===== config.mk =====
export PLATFORM = sky130hd
export DESIGN_NAME = swing_beat_tick_scheduler
export DESIGN_NICKNAME = d
export VERILOG_FILES = /design/src/rtl/core/sbt_pkg.sv /design/src/rtl/core/swing_beat_tick_scheduler.sv /design/src/rtl/core/sbt_div.sv /design/src/rtl/core/sbt_dp.sv /design/src/rtl/core/sbt_ctrl.sv
export SDC_FILE = /design/constraint.sdc
export NUM_CORES = 2
export LEC_CHECK = 0
export ABC_AREA = 1
export BUFFER_PORTS_ARGS = -buffer_cell sky130_fd_sc_hd__buf_4
export CAP_MARGIN = 20
export CORE_MARGIN = 2
export CORE_UTILIZATION = 50
export DETAILED_ROUTE_END_ITERATION = 12
export GPL_TIMING_DRIVEN = 0
export PLACE_DENSITY = 0.74
export SYNTH_ARGS = -nofsm -noshare
export SYNTH_HDL_FRONTEND = slang
export SYNTH_SLANG_ARGS = --single-unit

===== constraint.sdc =====
create_clock -name clk -period 14.4 [get_ports clk]
set_input_delay 1.44 -clock clk [delete_from_list [all_inputs] [get_ports clk]]
set_output_delay 1.44 -clock clk [all_outputs]
set_load 0.01 [all_outputs]

===== src/rtl/core/sbt_pkg.sv =====
package sbt_pkg;

  localparam int unsigned MAX_TICKS_DEF  = 16;
  localparam int unsigned MAX_FRAMES_DEF = 4096;

  localparam int unsigned SR_W     = 18;
  localparam int unsigned TEMPO_W  = 17;
  localparam int unsigned SWING_W  = 16;
  localparam int unsigned NF_W     = 13;
  localparam int unsigned OFF_W    = 12;
  localparam int unsigned BEAT_W   = 32;
  localparam int unsigned POS_W    = 64;
  localparam int unsigned FRAC_W   = 16;
  localparam int unsigned DVD_W    = 48;
  localparam int unsigned DVD_SH   = 24;
  localparam int unsigned SPB_W    = 36;
  localparam int unsigned FAC_W    = 17;
  localparam int unsigned IDX_W    = 8;
  localparam int unsigned CFG_W    = 18;
  localparam int unsigned IN_TD_W  = 16;
  localparam int unsigned OUT_TD_W = 48;

  localparam logic [IDX_W-1:0] REG_SAMPLE_RATE = 8'd0;
  localparam logic [IDX_W-1:0] REG_TEMPO       = 8'd1;
  localparam logic [IDX_W-1:0] REG_DOUBLE      = 8'd2;
  localparam logic [IDX_W-1:0] REG_SWING       = 8'd3;

  localparam logic [SR_W-1:0]    SR_RESET    = 18'd48000;
  localparam logic [SR_W-1:0]    SR_MIN      = 18'd1;
  localparam logic [SR_W-1:0]    SR_MAX      = 18'd192000;
  localparam logic [TEMPO_W-1:0] TEMPO_RESET = 17'd30720;
  localparam logic [TEMPO_W-1:0] TEMPO_MIN   = 17'd5120;
  localparam logic [TEMPO_W-1:0] TEMPO_MAX   = 17'd76800;
  localparam logic [SWING_W-1:0] SWING_MAX   = 16'd32768;
  localparam logic [FAC_W-1:0]   FAC_UNITY   = 17'd65536;

  localparam logic [0:0] OP_ADVANCE = 1'b0;
  localparam logic [0:0] OP_RESTART = 1'b1;

  typedef struct packed {
    logic load;
    logic restart;
    logic mul_even;
    logic mul_odd;
    logic test;
    logic step;
    logic finish;
  } sbt_cmd_t;

  typedef struct packed {
    logic op_restart;
    logic n_zero;
    logic div_done;
    logic hit;
    logic pend_valid;
    logic out_free;
  } sbt_sts_t;

endpackage


===== src/rtl/core/swing_beat_tick_scheduler.sv =====
// channel | dir | handshake              | payload
// in      | in  | in_tvalid / in_tready  | in_tdata: num_frames[12:0]; in_tuser: op
// out     | out | out_tvalid / out_tready| out_tdata: frame_offset, beat_number; out_tlast
// cfg     | in  | cfg_valid / cfg_ready  | cfg_index register, cfg_data value
//
// An advance item runs the bit-serial beat interval divide, which dominates, then two swing
// multiplies and a test and step per tick (ticks <= MAX_TICKS), plus output stalls. Restart
// and empty buffers finish in idle. Each pending tick holds the sequencer until the output
// register frees; the last tick of a buffer may sit there while the next item is accepted.
// rst_n is synchronous: registers return to defaults, position and beat count clear.
module swing_beat_tick_scheduler #(
  parameter int unsigned MAX_TICKS  = sbt_pkg::MAX_TICKS_DEF,
  parameter int unsigned MAX_FRAMES = sbt_pkg::MAX_FRAMES_DEF
) (
  input  logic                          clk,
  input  logic                          rst_n,
  input  logic                          in_tvalid,
  output logic                          in_tready,
  input  logic [sbt_pkg::IN_TD_W-1:0]   in_tdata,   // [12:0] num_frames, [15:13] zero
  input  logic                          in_tuser,   // [0] op
  output logic                          out_tvalid,
  input  logic                          out_tready,
  output logic [sbt_pkg::OUT_TD_W-1:0]  out_tdata,  // [11:0] frame_offset, [43:12] beat_number
  output logic                          out_tlast,
  input  logic                          cfg_valid,
  output logic                          cfg_ready,
  input  logic [sbt_pkg::IDX_W-1:0]     cfg_index,
  input  logic [sbt_pkg::CFG_W-1:0]     cfg_data
);

  sbt_pkg::sbt_cmd_t             cmd;
  sbt_pkg::sbt_sts_t             sts;
  logic [sbt_pkg::OFF_W-1:0]     off;
  logic [sbt_pkg::BEAT_W-1:0]    beat;

  assign cfg_ready = 1'b1;

  sbt_ctrl u_ctrl (
    .clk      (clk),
    .rst_n    (rst_n),
    .in_valid (in_tvalid),
    .in_rdy   (in_tready),
    .sts      (sts),
    .cmd      (cmd)
  );

  sbt_dp #(
    .MAX_TICKS  (MAX_TICKS),
    .MAX_FRAMES (MAX_FRAMES)
  ) u_dp (
    .clk       (clk),
    .rst_n     (rst_n),
    .cmd       (cmd),
    .sts       (sts),
    .in_op     (in_tuser),
    .in_frames (in_tdata[sbt_pkg::NF_W-1:0]),
    .cfg_we    (cfg_valid),
    .cfg_idx   (cfg_index),
    .cfg_wdata (cfg_data),
    .out_valid (out_tvalid),
    .out_rdy   (out_tready),
    .out_off   (off),
    .out_beat  (beat),
    .out_last  (out_tlast)
  );

  assign out_tdata = {{(sbt_pkg::OUT_TD_W - sbt_pkg::OFF_W - sbt_pkg::BEAT_W){1'b0}},
                      beat, off};

endmodule


===== src/rtl/core/sbt_div.sv =====
module sbt_div (
  input  logic                        clk,
  input  logic                        rst_n,
  input  logic                        start,
  input  logic [sbt_pkg::SR_W-1:0]    sample_rate,
  input  logic [sbt_pkg::TEMPO_W-1:0] tempo,
  output logic                        done,
  output logic [sbt_pkg::SPB_W-1:0]   quotient
);

  localparam int unsigned CNT_W = $clog2(sbt_pkg::DVD_W);

  logic                        busy_r;
  logic [CNT_W-1:0]            cnt_r;
  logic [sbt_pkg::DVD_W-1:0]   dq_r;
  logic [sbt_pkg::TEMPO_W-1:0] dvs_r;
  logic [sbt_pkg::TEMPO_W-1:0] rem_r;
  logic [sbt_pkg::TEMPO_W:0]   rem_sh;
  logic                        ge;
  logic [sbt_pkg::TEMPO_W:0]   rem_sub;
  logic [sbt_pkg::DVD_SH-1:0]  sr60;

  assign sr60    = sbt_pkg::DVD_SH'({6'd0, sample_rate} * 24'd60);
  assign rem_sh  = {rem_r, dq_r[sbt_pkg::DVD_W-1]};
  assign ge      = rem_sh >= {1'b0, dvs_r};
  assign rem_sub = rem_sh - {1'b0, dvs_r};

  assign done     = busy_r && (cnt_r == '0);
  assign quotient = dq_r[sbt_pkg::SPB_W-1:0];

  always_ff @(posedge clk) begin
    if (!rst_n) begin
      busy_r <= 1'b0;
      cnt_r  <= '0;
    end else if (start) begin
      busy_r <= 1'b1;
      cnt_r  <= CNT_W'(sbt_pkg::DVD_W - 1);
    end else if (busy_r) begin
      if (cnt_r == '0) begin
        busy_r <= 1'b0;
      end else begin
        cnt_r <= cnt_r - 1'b1;
      end
    end
  end

  always_ff @(posedge clk) begin
    if (start) begin
      dq_r  <= {sr60, {sbt_pkg::DVD_SH{1'b0}}};
      dvs_r <= tempo;
      rem_r <= '0;
    end else if (busy_r) begin
      dq_r  <= {dq_r[sbt_pkg::DVD_W-2:0], ge};
      rem_r <= ge ? rem_sub[sbt_pkg::TEMPO_W-1:0] : rem_sh[sbt_pkg::TEMPO_W-1:0];
    end
  end

endmodule


===== src/rtl/core/sbt_dp.sv =====
module sbt_dp #(
  parameter int unsigned MAX_TICKS  = sbt_pkg::MAX_TICKS_DEF,
  parameter int unsigned MAX_FRAMES = sbt_pkg::MAX_FRAMES_DEF
) (
  input  logic                           clk,
  input  logic                           rst_n,
  input  sbt_pkg::sbt_cmd_t              cmd,
  output sbt_pkg::sbt_sts_t              sts,
  input  logic                           in_op,
  input  logic [sbt_pkg::NF_W-1:0]       in_frames,
  input  logic                           cfg_we,
  input  logic [sbt_pkg::IDX_W-1:0]      cfg_idx,
  input  logic [sbt_pkg::CFG_W-1:0]      cfg_wdata,
  output logic                           out_valid,
  input  logic                           out_rdy,
  output logic [sbt_pkg::OFF_W-1:0]      out_off,
  output logic [sbt_pkg::BEAT_W-1:0]     out_beat,
  output logic                           out_last
);

  localparam int unsigned CNT_W = $clog2(MAX_TICKS + 1);
  localparam int unsigned MF_W  = $clog2(MAX_FRAMES + 1);
  localparam int unsigned CMP_W = (MF_W > sbt_pkg::NF_W) ? MF_W : sbt_pkg::NF_W;
  localparam int unsigned PRD_W = sbt_pkg::SPB_W + sbt_pkg::FAC_W;

  logic [sbt_pkg::SR_W-1:0]    sr_r;
  logic [sbt_pkg::TEMPO_W-1:0] tempo_r;
  logic                        mode_r;
  logic [sbt_pkg::SWING_W-1:0] swing_r;

  logic [sbt_pkg::POS_W-1:0]   pos_r;
  logic [sbt_pkg::POS_W-1:0]   next_r;
  logic [sbt_pkg::BEAT_W-1:0]  beat_r;
  logic [sbt_pkg::NF_W-1:0]    n_r;
  logic [sbt_pkg::POS_W-1:0]   end_r;
  logic [CNT_W-1:0]            cnt_r;
  logic [sbt_pkg::SPB_W-1:0]   iv_even_r;
  logic [sbt_pkg::SPB_W-1:0]   iv_odd_r;
  logic                        hit_r;
  logic [sbt_pkg::NF_W-1:0]    off_r;
  logic                        pend_valid_r;
  logic [sbt_pkg::NF_W-1:0]    pend_off_r;
  logic [sbt_pkg::BEAT_W-1:0]  pend_beat_r;
  logic                        out_valid_r;
  logic [sbt_pkg::OFF_W-1:0]   out_off_r;
  logic [sbt_pkg::BEAT_W-1:0]  out_beat_r;
  logic                        out_last_r;

  logic                        div_done;
  logic [sbt_pkg::SPB_W-1:0]   spb;
  logic [sbt_pkg::NF_W-1:0]    n_clamp;
  logic [sbt_pkg::FAC_W-1:0]   fac;
  logic [PRD_W-1:0]            prod;
  logic [sbt_pkg::SPB_W-1:0]   iv_scaled;
  logic [sbt_pkg::SPB_W-1:0]   iv_sel;
  logic [sbt_pkg::POS_W-1:0]   t64;
  logic [sbt_pkg::POS_W-1:0]   diff;
  logic [sbt_pkg::NF_W-1:0]    nm1;
  logic [sbt_pkg::NF_W-1:0]    off_nxt;
  logic                        hit_nxt;
  logic                        out_free;
  logic                        push;
  logic                        push_last;
  logic [sbt_pkg::SR_W-1:0]    w_sr;
  logic [sbt_pkg::TEMPO_W-1:0] w_tempo;
  logic [sbt_pkg::SWING_W-1:0] w_swing;

  sbt_div u_div (
    .clk         (clk),
    .rst_n       (rst_n),
    .start       (cmd.load),
    .sample_rate (sr_r),
    .tempo       (tempo_r),
    .done        (div_done),
    .quotient    (spb)
  );

  // config saturation
  assign w_sr    = cfg_wdata[sbt_pkg::SR_W-1:0];
  assign w_tempo = cfg_wdata[sbt_pkg::TEMPO_W-1:0];
  assign w_swing = cfg_wdata[sbt_pkg::SWING_W-1:0];

  always_ff @(posedge clk) begin
    if (!rst_n) begin
      sr_r    <= sbt_pkg::SR_RESET;
      tempo_r <= sbt_pkg::TEMPO_RESET;
      mode_r  <= 1'b0;
      swing_r <= '0;
    end else if (cfg_we) begin
      case (cfg_idx)
        sbt_pkg::REG_SAMPLE_RATE: begin
          if (w_sr < sbt_pkg::SR_MIN) sr_r <= sbt_pkg::SR_MIN;
          else if (w_sr > sbt_pkg::SR_MAX) sr_r <= sbt_pkg::SR_MAX;
          else sr_r <= w_sr;
        end
        sbt_pkg::REG_TEMPO: begin
          if (w_tempo < sbt_pkg::TEMPO_MIN) tempo_r <= sbt_pkg::TEMPO_MIN;
          else if (w_tempo > sbt_pkg::TEMPO_MAX) tempo_r <= sbt_pkg::TEMPO_MAX;
          else tempo_r <= w_tempo;
        end
        sbt_pkg::REG_DOUBLE: mode_r <= cfg_wdata[0];
        sbt_pkg::REG_SWING: begin
          swing_r <= (w_swing > sbt_pkg::SWING_MAX) ? sbt_pkg::SWING_MAX : w_swing;
        end
        default: ;
      endcase
    end
  end

  // buffer length clamp
  always_comb begin
    if (CMP_W'(in_frames) > CMP_W'(MAX_FRAMES)) n_clamp = sbt_pkg::NF_W'(MAX_FRAMES);
    else n_clamp = in_frames;
  end

  // swing intervals
  assign fac       = cmd.mul_even ? (sbt_pkg::FAC_UNITY + sbt_pkg::FAC_W'(swing_r))
                                  : (sbt_pkg::FAC_UNITY - sbt_pkg::FAC_W'(swing_r));
  assign prod      = PRD_W'(spb) * PRD_W'(fac);
  assign iv_scaled = prod[PRD_W-1:sbt_pkg::FAC_W];
  assign iv_sel    = beat_r[0] ? iv_odd_r : iv_even_r;

  always_ff @(posedge clk) begin
    if (cmd.mul_even) iv_even_r <= mode_r ? iv_scaled : spb;
    if (cmd.mul_odd)  iv_odd_r  <= mode_r ? iv_scaled : spb;
  end

  // tick test
  assign t64  = {{sbt_pkg::FRAC_W{1'b0}}, next_r[sbt_pkg::POS_W-1:sbt_pkg::FRAC_W]};
  assign diff = t64 - pos_r;
  assign nm1  = n_r - 1'b1;

  always_comb begin
    hit_nxt = (cnt_r < CNT_W'(MAX_TICKS)) && (t64 < end_r);
    if (t64 < pos_r) off_nxt = '0;
    else if (diff > sbt_pkg::POS_W'(nm1)) off_nxt = nm1;
    else off_nxt = diff[sbt_pkg::NF_W-1:0];
  end

  assign out_free  = !out_valid_r || out_rdy;
  assign push      = (cmd.step && pend_valid_r) || (cmd.finish && pend_valid_r);
  assign push_last = cmd.finish && pend_valid_r;

  always_ff @(posedge clk) begin
    if (cmd.test) begin
      hit_r <= hit_nxt;
      off_r <= off_nxt;
    end
    if (cmd.load) begin
      n_r   <= n_clamp;
      end_r <= pos_r + sbt_pkg::POS_W'(n_clamp);
    end
    if (cmd.step) begin
      pend_off_r  <= off_r;
      pend_beat_r <= beat_r;
    end
  end

  always_ff @(posedge clk) begin
    if (!rst_n) begin
      pos_r        <= '0;
      next_r       <= '0;
      beat_r       <= '0;
      cnt_r        <= '0;
      pend_valid_r <= 1'b0;
    end else begin
      if (cmd.restart) begin
        pos_r  <= '0;
        next_r <= '0;
        beat_r <= '0;
      end
      if (cmd.load) begin
        cnt_r        <= '0;
        pend_valid_r <= 1'b0;
      end
      if (cmd.step) begin
        pend_valid_r <= 1'b1;
        cnt_r        <= cnt_r + 1'b1;
        beat_r       <= beat_r + 1'b1;
        next_r       <= next_r + sbt_pkg::POS_W'(iv_sel);
      end
      if (cmd.finish) begin
        pend_valid_r <= 1'b0;
        pos_r        <= end_r;
      end
    end
  end

  // output register
  always_ff @(posedge clk) begin
    if (!rst_n) begin
      out_valid_r <= 1'b0;
    end else if (push) begin
      out_valid_r <= 1'b1;
    end else if (out_rdy) begin
      out_valid_r <= 1'b0;
    end
  end

  always_ff @(posedge clk) begin
    if (push) begin
      out_off_r  <= pend_off_r[sbt_pkg::OFF_W-1:0];
      out_beat_r <= pend_beat_r;
      out_last_r <= push_last;
    end
  end

  assign out_valid = out_valid_r;
  assign out_off   = out_off_r;
  assign out_beat  = out_beat_r;
  assign out_last  = out_last_r;

  assign sts.op_restart = (in_op == sbt_pkg::OP_RESTART);
  assign sts.n_zero     = (in_frames == '0);
  assign sts.div_done   = div_done;
  assign sts.hit        = hit_r;
  assign sts.pend_valid = pend_valid_r;
  assign sts.out_free   = out_free;

`ifndef SYNTHESIS
  a_push_free: assert property (@(posedge clk) disable iff (!rst_n)
    push |-> out_free) else $error("output overwritten");
  a_last_clears: assert property (@(posedge clk) disable iff (!rst_n)
    push_last |=> !pend_valid_r && out_valid_r && out_last_r)
    else $error("final tick not flushed");
  a_step_hit: assert property (@(posedge clk) disable iff (!rst_n)
    cmd.step |-> hit_r) else $error("step without hit");
`endif

endmodule


===== src/rtl/core/sbt_ctrl.sv =====
module sbt_ctrl (
  input  logic              clk,
  input  logic              rst_n,
  input  logic              in_valid,
  output logic              in_rdy,
  input  sbt_pkg::sbt_sts_t sts,
  output sbt_pkg::sbt_cmd_t cmd
);

  localparam logic [2:0] ST_IDLE = 3'd0;
  localparam logic [2:0] ST_DIV  = 3'd1;
  localparam logic [2:0] ST_MULE = 3'd2;
  localparam logic [2:0] ST_MULO = 3'd3;
  localparam logic [2:0] ST_TEST = 3'd4;
  localparam logic [2:0] ST_STEP = 3'd5;
  localparam logic [2:0] ST_FIN  = 3'd6;

  logic [2:0] state_r;
  logic [2:0] state_nxt;
  logic       emit_ok;

  assign emit_ok = !sts.pend_valid || sts.out_free;
  assign in_rdy  = (state_r == ST_IDLE);

  always_comb begin
    state_nxt = state_r;
    cmd       = '0;
    case (state_r)
      ST_IDLE: begin
        if (in_valid) begin
          if (sts.op_restart) begin
            cmd.restart = 1'b1;
          end else if (!sts.n_zero) begin
            cmd.load  = 1'b1;
            state_nxt = ST_DIV;
          end
        end
      end
      ST_DIV: begin
        if (sts.div_done) state_nxt = ST_MULE;
      end
      ST_MULE: begin
        cmd.mul_even = 1'b1;
        state_nxt    = ST_MULO;
      end
      ST_MULO: begin
        cmd.mul_odd = 1'b1;
        state_nxt   = ST_TEST;
      end
      ST_TEST: begin
        cmd.test  = 1'b1;
        state_nxt = ST_STEP;
      end
      ST_STEP: begin
        if (!sts.hit) begin
          state_nxt = ST_FIN;
        end else if (emit_ok) begin
          cmd.step  = 1'b1;
          state_nxt = ST_TEST;
        end
      end
      ST_FIN: begin
        if (emit_ok) begin
          cmd.finish = 1'b1;
          state_nxt  = ST_IDLE;
        end
      end
      default: state_nxt = ST_IDLE;
    endcase
  end

  always_ff @(posedge clk) begin
    if (!rst_n) state_r <= ST_IDLE;
    else state_r <= state_nxt;
  end

`ifndef SYNTHESIS
  a_div_wait: assert property (@(posedge clk) disable iff (!rst_n)
    sts.div_done |-> state_r == ST_DIV) else $error("divider done outside wait");
  a_fin_idle: assert property (@(posedge clk) disable iff (!rst_n)
    cmd.finish |=> in_rdy) else $error("not idle after finish");
  a_load_div: assert property (@(posedge clk) disable iff (!rst_n)
    cmd.load |=> state_r == ST_DIV) else $error("load did not start divide");
`endif

endmodule

==> flow_summary.ini <==
[sta]
final_period_minus_worst_setup_slack_ps = 9470
hold_viol = 0
grt_setup_unrepaired = false
max_clock_freq_mhz = 106
final-setup-viol-count = 0
fin_crit_sh = 0.658
timing.setup.tns_ps = 0
timing.max_slew.rel_slack = 0.225
holdWs_ps = 378
finalMaxSlewViolations = 0
worst-slew-pin-transition_ps = 1160
fin_worst_skew_ps = 54.2

[layout]
share_of_layout_cells_above_drive_strength_1 = 0.0406
area.growth.synth_to_final_pct = 8.63
final_area_sq_mm = 0.0599
mostFrequentLayoutCell = sky130_fd_sc_hd__nand2_1
final_cell_mix = 1,853 x sky130_fd_sc_hd__nand2_1, 1,488 x sky130_fd_sc_hd__inv_1, 627 x sky130_fd_sc_hd__nor2_1
nNetsFinal = 8458
post_layout_nonfiller_instances = 9068

[yosys]
synth_cells = 7369
ys_dominant_reg_cell = sky130_fd_sc_hd__edfxtp_1
ys_types = 65
synth_async_sr_flop_share = 0
synth_top_area_cell = sky130_fd_sc_hd__fa_1
synthDominantCellAreaShare = 0.197
synth.ff_latch_count = 562
synthesis.area_sq_mm = 0.0552
synth_sequential_area_ratio = 0.257
synth-edff-count = 290
postSynthAreaPerCell_sq_um = 7.49
yosys_warnings = 0
post_synth_main_area_contributors = sky130_fd_sc_hd__fa_1 20%, sky130_fd_sc_hd__edfxtp_1 16%, sky130_fd_sc_hd__nand2_1 13%, sky130_fd_sc_hd__inv_1 10%, sky130_fd_sc_hd__dfxtp_1 9.9%

[cts]
total_cts_buffers = 60
clk_pin_slew_ps = 70
tritoncts = done
ctsRootBufferMaster = sky130_fd_sc_hd__clkbuf_16
post_cts_resize_count = 0
clock_latency_at_the_later_pin_of_the_worst_skew_pair_ps = 690
holdBufCountCts = 0
cts-htree-levels = 2
post-cts-setup-buffers = 0
clock_path_buffers = 3
clock_sink_count = 562

[setup_path]
crit_slowest_cell = sky130_fd_sc_hd__fa_1
cp.required_ps = 14750
worst_path_most_repeated_cell = sky130_fd_sc_hd__fa_1
cp.arrival_ps = 9820
path_max_fanout = 10
timing.critical_path.to_type = register
critical_path_class = register to register
worst_r2r_path_depth = 30
timing.critical_path.from_type = register
cpPeakStageDelay_ps = 580

[routing]
vias = 49716
route.detailed.vias_per_inst = 5.48
wl_per_cell_um = 20.2
drtPass1Iterations = 7
antenna_left = 0
routed_wirelength_mm = 183
drt_first_iter_violations = 4454
drcViolationCount = 0

[worst_hold_path]
timing.hold.worst.class = register to register
worst_hold_path.num_cells = 0

[global_route]
grt_util_met3 = 0.0541
groute.layer.met2.usage = 0.535
gr-total-overflow = 0
wire_length_of_the_first_global_routing_pass_mm = 280
grt_start_max_net_pins = 58
global_route.peak_usage_layer = met2
grt_pass1_vias = 48887
antenna_found_initial = 8
globalRouteTotalUtil = 0.324
met1_demand_to_capacity_share_in_global_routing = 0.401

[placement]
io_buffer_count = 91
place_congestion = 0.991
post-place-cells = 8949
post_dp_cell_area_sq_mm = 0.0579
place_hpwl_mm = 152

[floorplan]
core_region_area_sq_mm = 0.109
floorplan.die.height_um = 336
row_cnt = 121
initial_utilization = 0.505
floorplan.die_area_sq_mm = 0.113
die_width_um = 336
num_io_pins = 100

[outcome]
run_status = finished clean

[power_and_ir_drop]
p_leak_nw = 28.7
vdd.ir_drop.worst_v = 0.000118
power.total_mw = 5.85
power.density_cell_area_mw_per_mm2 = 97.7

[run]
max_cap_viol_count = 0
sequential cells by signal, indices dropped and copies added (netlist names), 3 cells and up:
| register | cells |
|---|---|
| u_dp.u_div.dq_r | 48 |
| u_dp.next_r | 64 |
| u_dp.out_beat | 32 |
| u_dp.pend_off_r | 12 |
| u_dp.sr_r | 18 |
| u_dp.u_div.cnt_r | 6 |
| u_dp.u_div.rem_r | 17 |
| u_dp.cnt_r | 5 |
| u_dp.u_div.dvs_r | 17 |
| u_dp.pos_r | 64 |
| u_dp.out_off | 12 |
| u_dp.beat_r | 32 |
| u_dp.end_r | 64 |
| u_ctrl.state_r | 3 |
| u_dp.n_r | 13 |
| u_dp.pend_beat_r | 32 |
| u_dp.tempo_r | 17 |
| u_dp.off_r | 12 |
| u_dp.iv_even_r | 36 |
| u_dp.iv_odd_r | 36 |
| u_dp.swing_r | 16 |
power by group:
part | leakage (nW) | internal [mW] | switching (mW)
Combinational | 22.8 | 0.693 | 1.64
Sequential | 4.88 | 1.84 | 0.0841
Clock | 0.980 | 0.890 | 0.701
Total | 28.7 | 3.43 | 2.43
cell usage after synthesis, drive strengths merged (3+ instances only):
library cell,n
o31ai,8
a31oi,41
or2,21
a311oi,6
o21ai,270
nand2,1865
and2,11
inv,1497
xnor2,36
clkbuf,181
o22ai,9
dfxtp,272
clkinv,13
o21a,18
o221ai,3
fa,544
o311ai,5
nor2,645
ha,330
o211ai,14
buf,39
a22oi,34
a211oi,27
a21boi,11
nand4,73
a21o,26
nand3,293
nand3b,21
and3,6
o21bai,11
a22o,5
a21oi,470
edfxtp,290
nor4,36
nor3,110
a221oi,7
xor2,107
cell families (layout without fill, tap and decap cells):
kind of cell / Yosys count / in the layout / share of synthesized area
AO/OA/AOI/OAI: 973 / 973 / 0.0990
XOR/XNOR: 143 / 143 / 0.0227
adder cells (fa/ha/maj): 874 / 874 / 0.272
buffers and inverters: 1730 / 1945 / 0.119
flip-flops: 562 / 562 / 0.257
other: 2 / 10 / 0.000136
AND/OR/NAND/NOR: 3085 / 3085 / 0.230
routing by layer:
layer / part of all wire / vias to the layer above
met5: 0.000071 / -
met4: 0.066 / 2
met3: 0.080 / 432
met2: 0.47 / 2050
met1: 0.39 / 23830
li1: - / 23402
final cells by class:
type | count | area, sq um
Tap cell | 1476 | 1850
Antenna cell | 5 | 12.5
Clock buffer | 80 | 1660
Clock inverter | 33 | 333
Multi-Input combinational cell | 5080 | 34500
Sequential cell | 562 | 14200
Timing Repair Buffer | 102 | 853
Inverter | 1510 | 5670
Buffer | 220 | 905
Fill cell | 10376 | 49200
worst paths after layout:
check                  endpoint  slack, ps                 from
min reg2reg    u_dp.out_beat[7]        380  u_dp.pend_beat_r[7]
max          u_dp.iv_even_r[24]       4930      u_dp.swing_r[0]
max reg2reg  u_dp.iv_even_r[24]       4930      u_dp.swing_r[0]
min            u_dp.out_beat[7]        380  u_dp.pend_beat_r[7]
metrics by stage:
step / setup WS (ps) / utilization
6_report: 4930 / 0.549
5_1_grt: 4680 / 0.549
4_1_cts: 5120 / 0.549
3_5_place_dp: 5180 / 0.530
3_3_place_gp: 3250 / 0.529
2_1_floorplan: 6190 / -
worst max-delay path, delay by kind of cell, from the launching register on:
kind,cells,cell delay [ps]
fa+ha+maj,8,3790
compound gates,8,1950
simple gates,8,1860
buf+inv,6,1220
flops,1,310
Note: power is estimated with default switching activity, not from simulation.
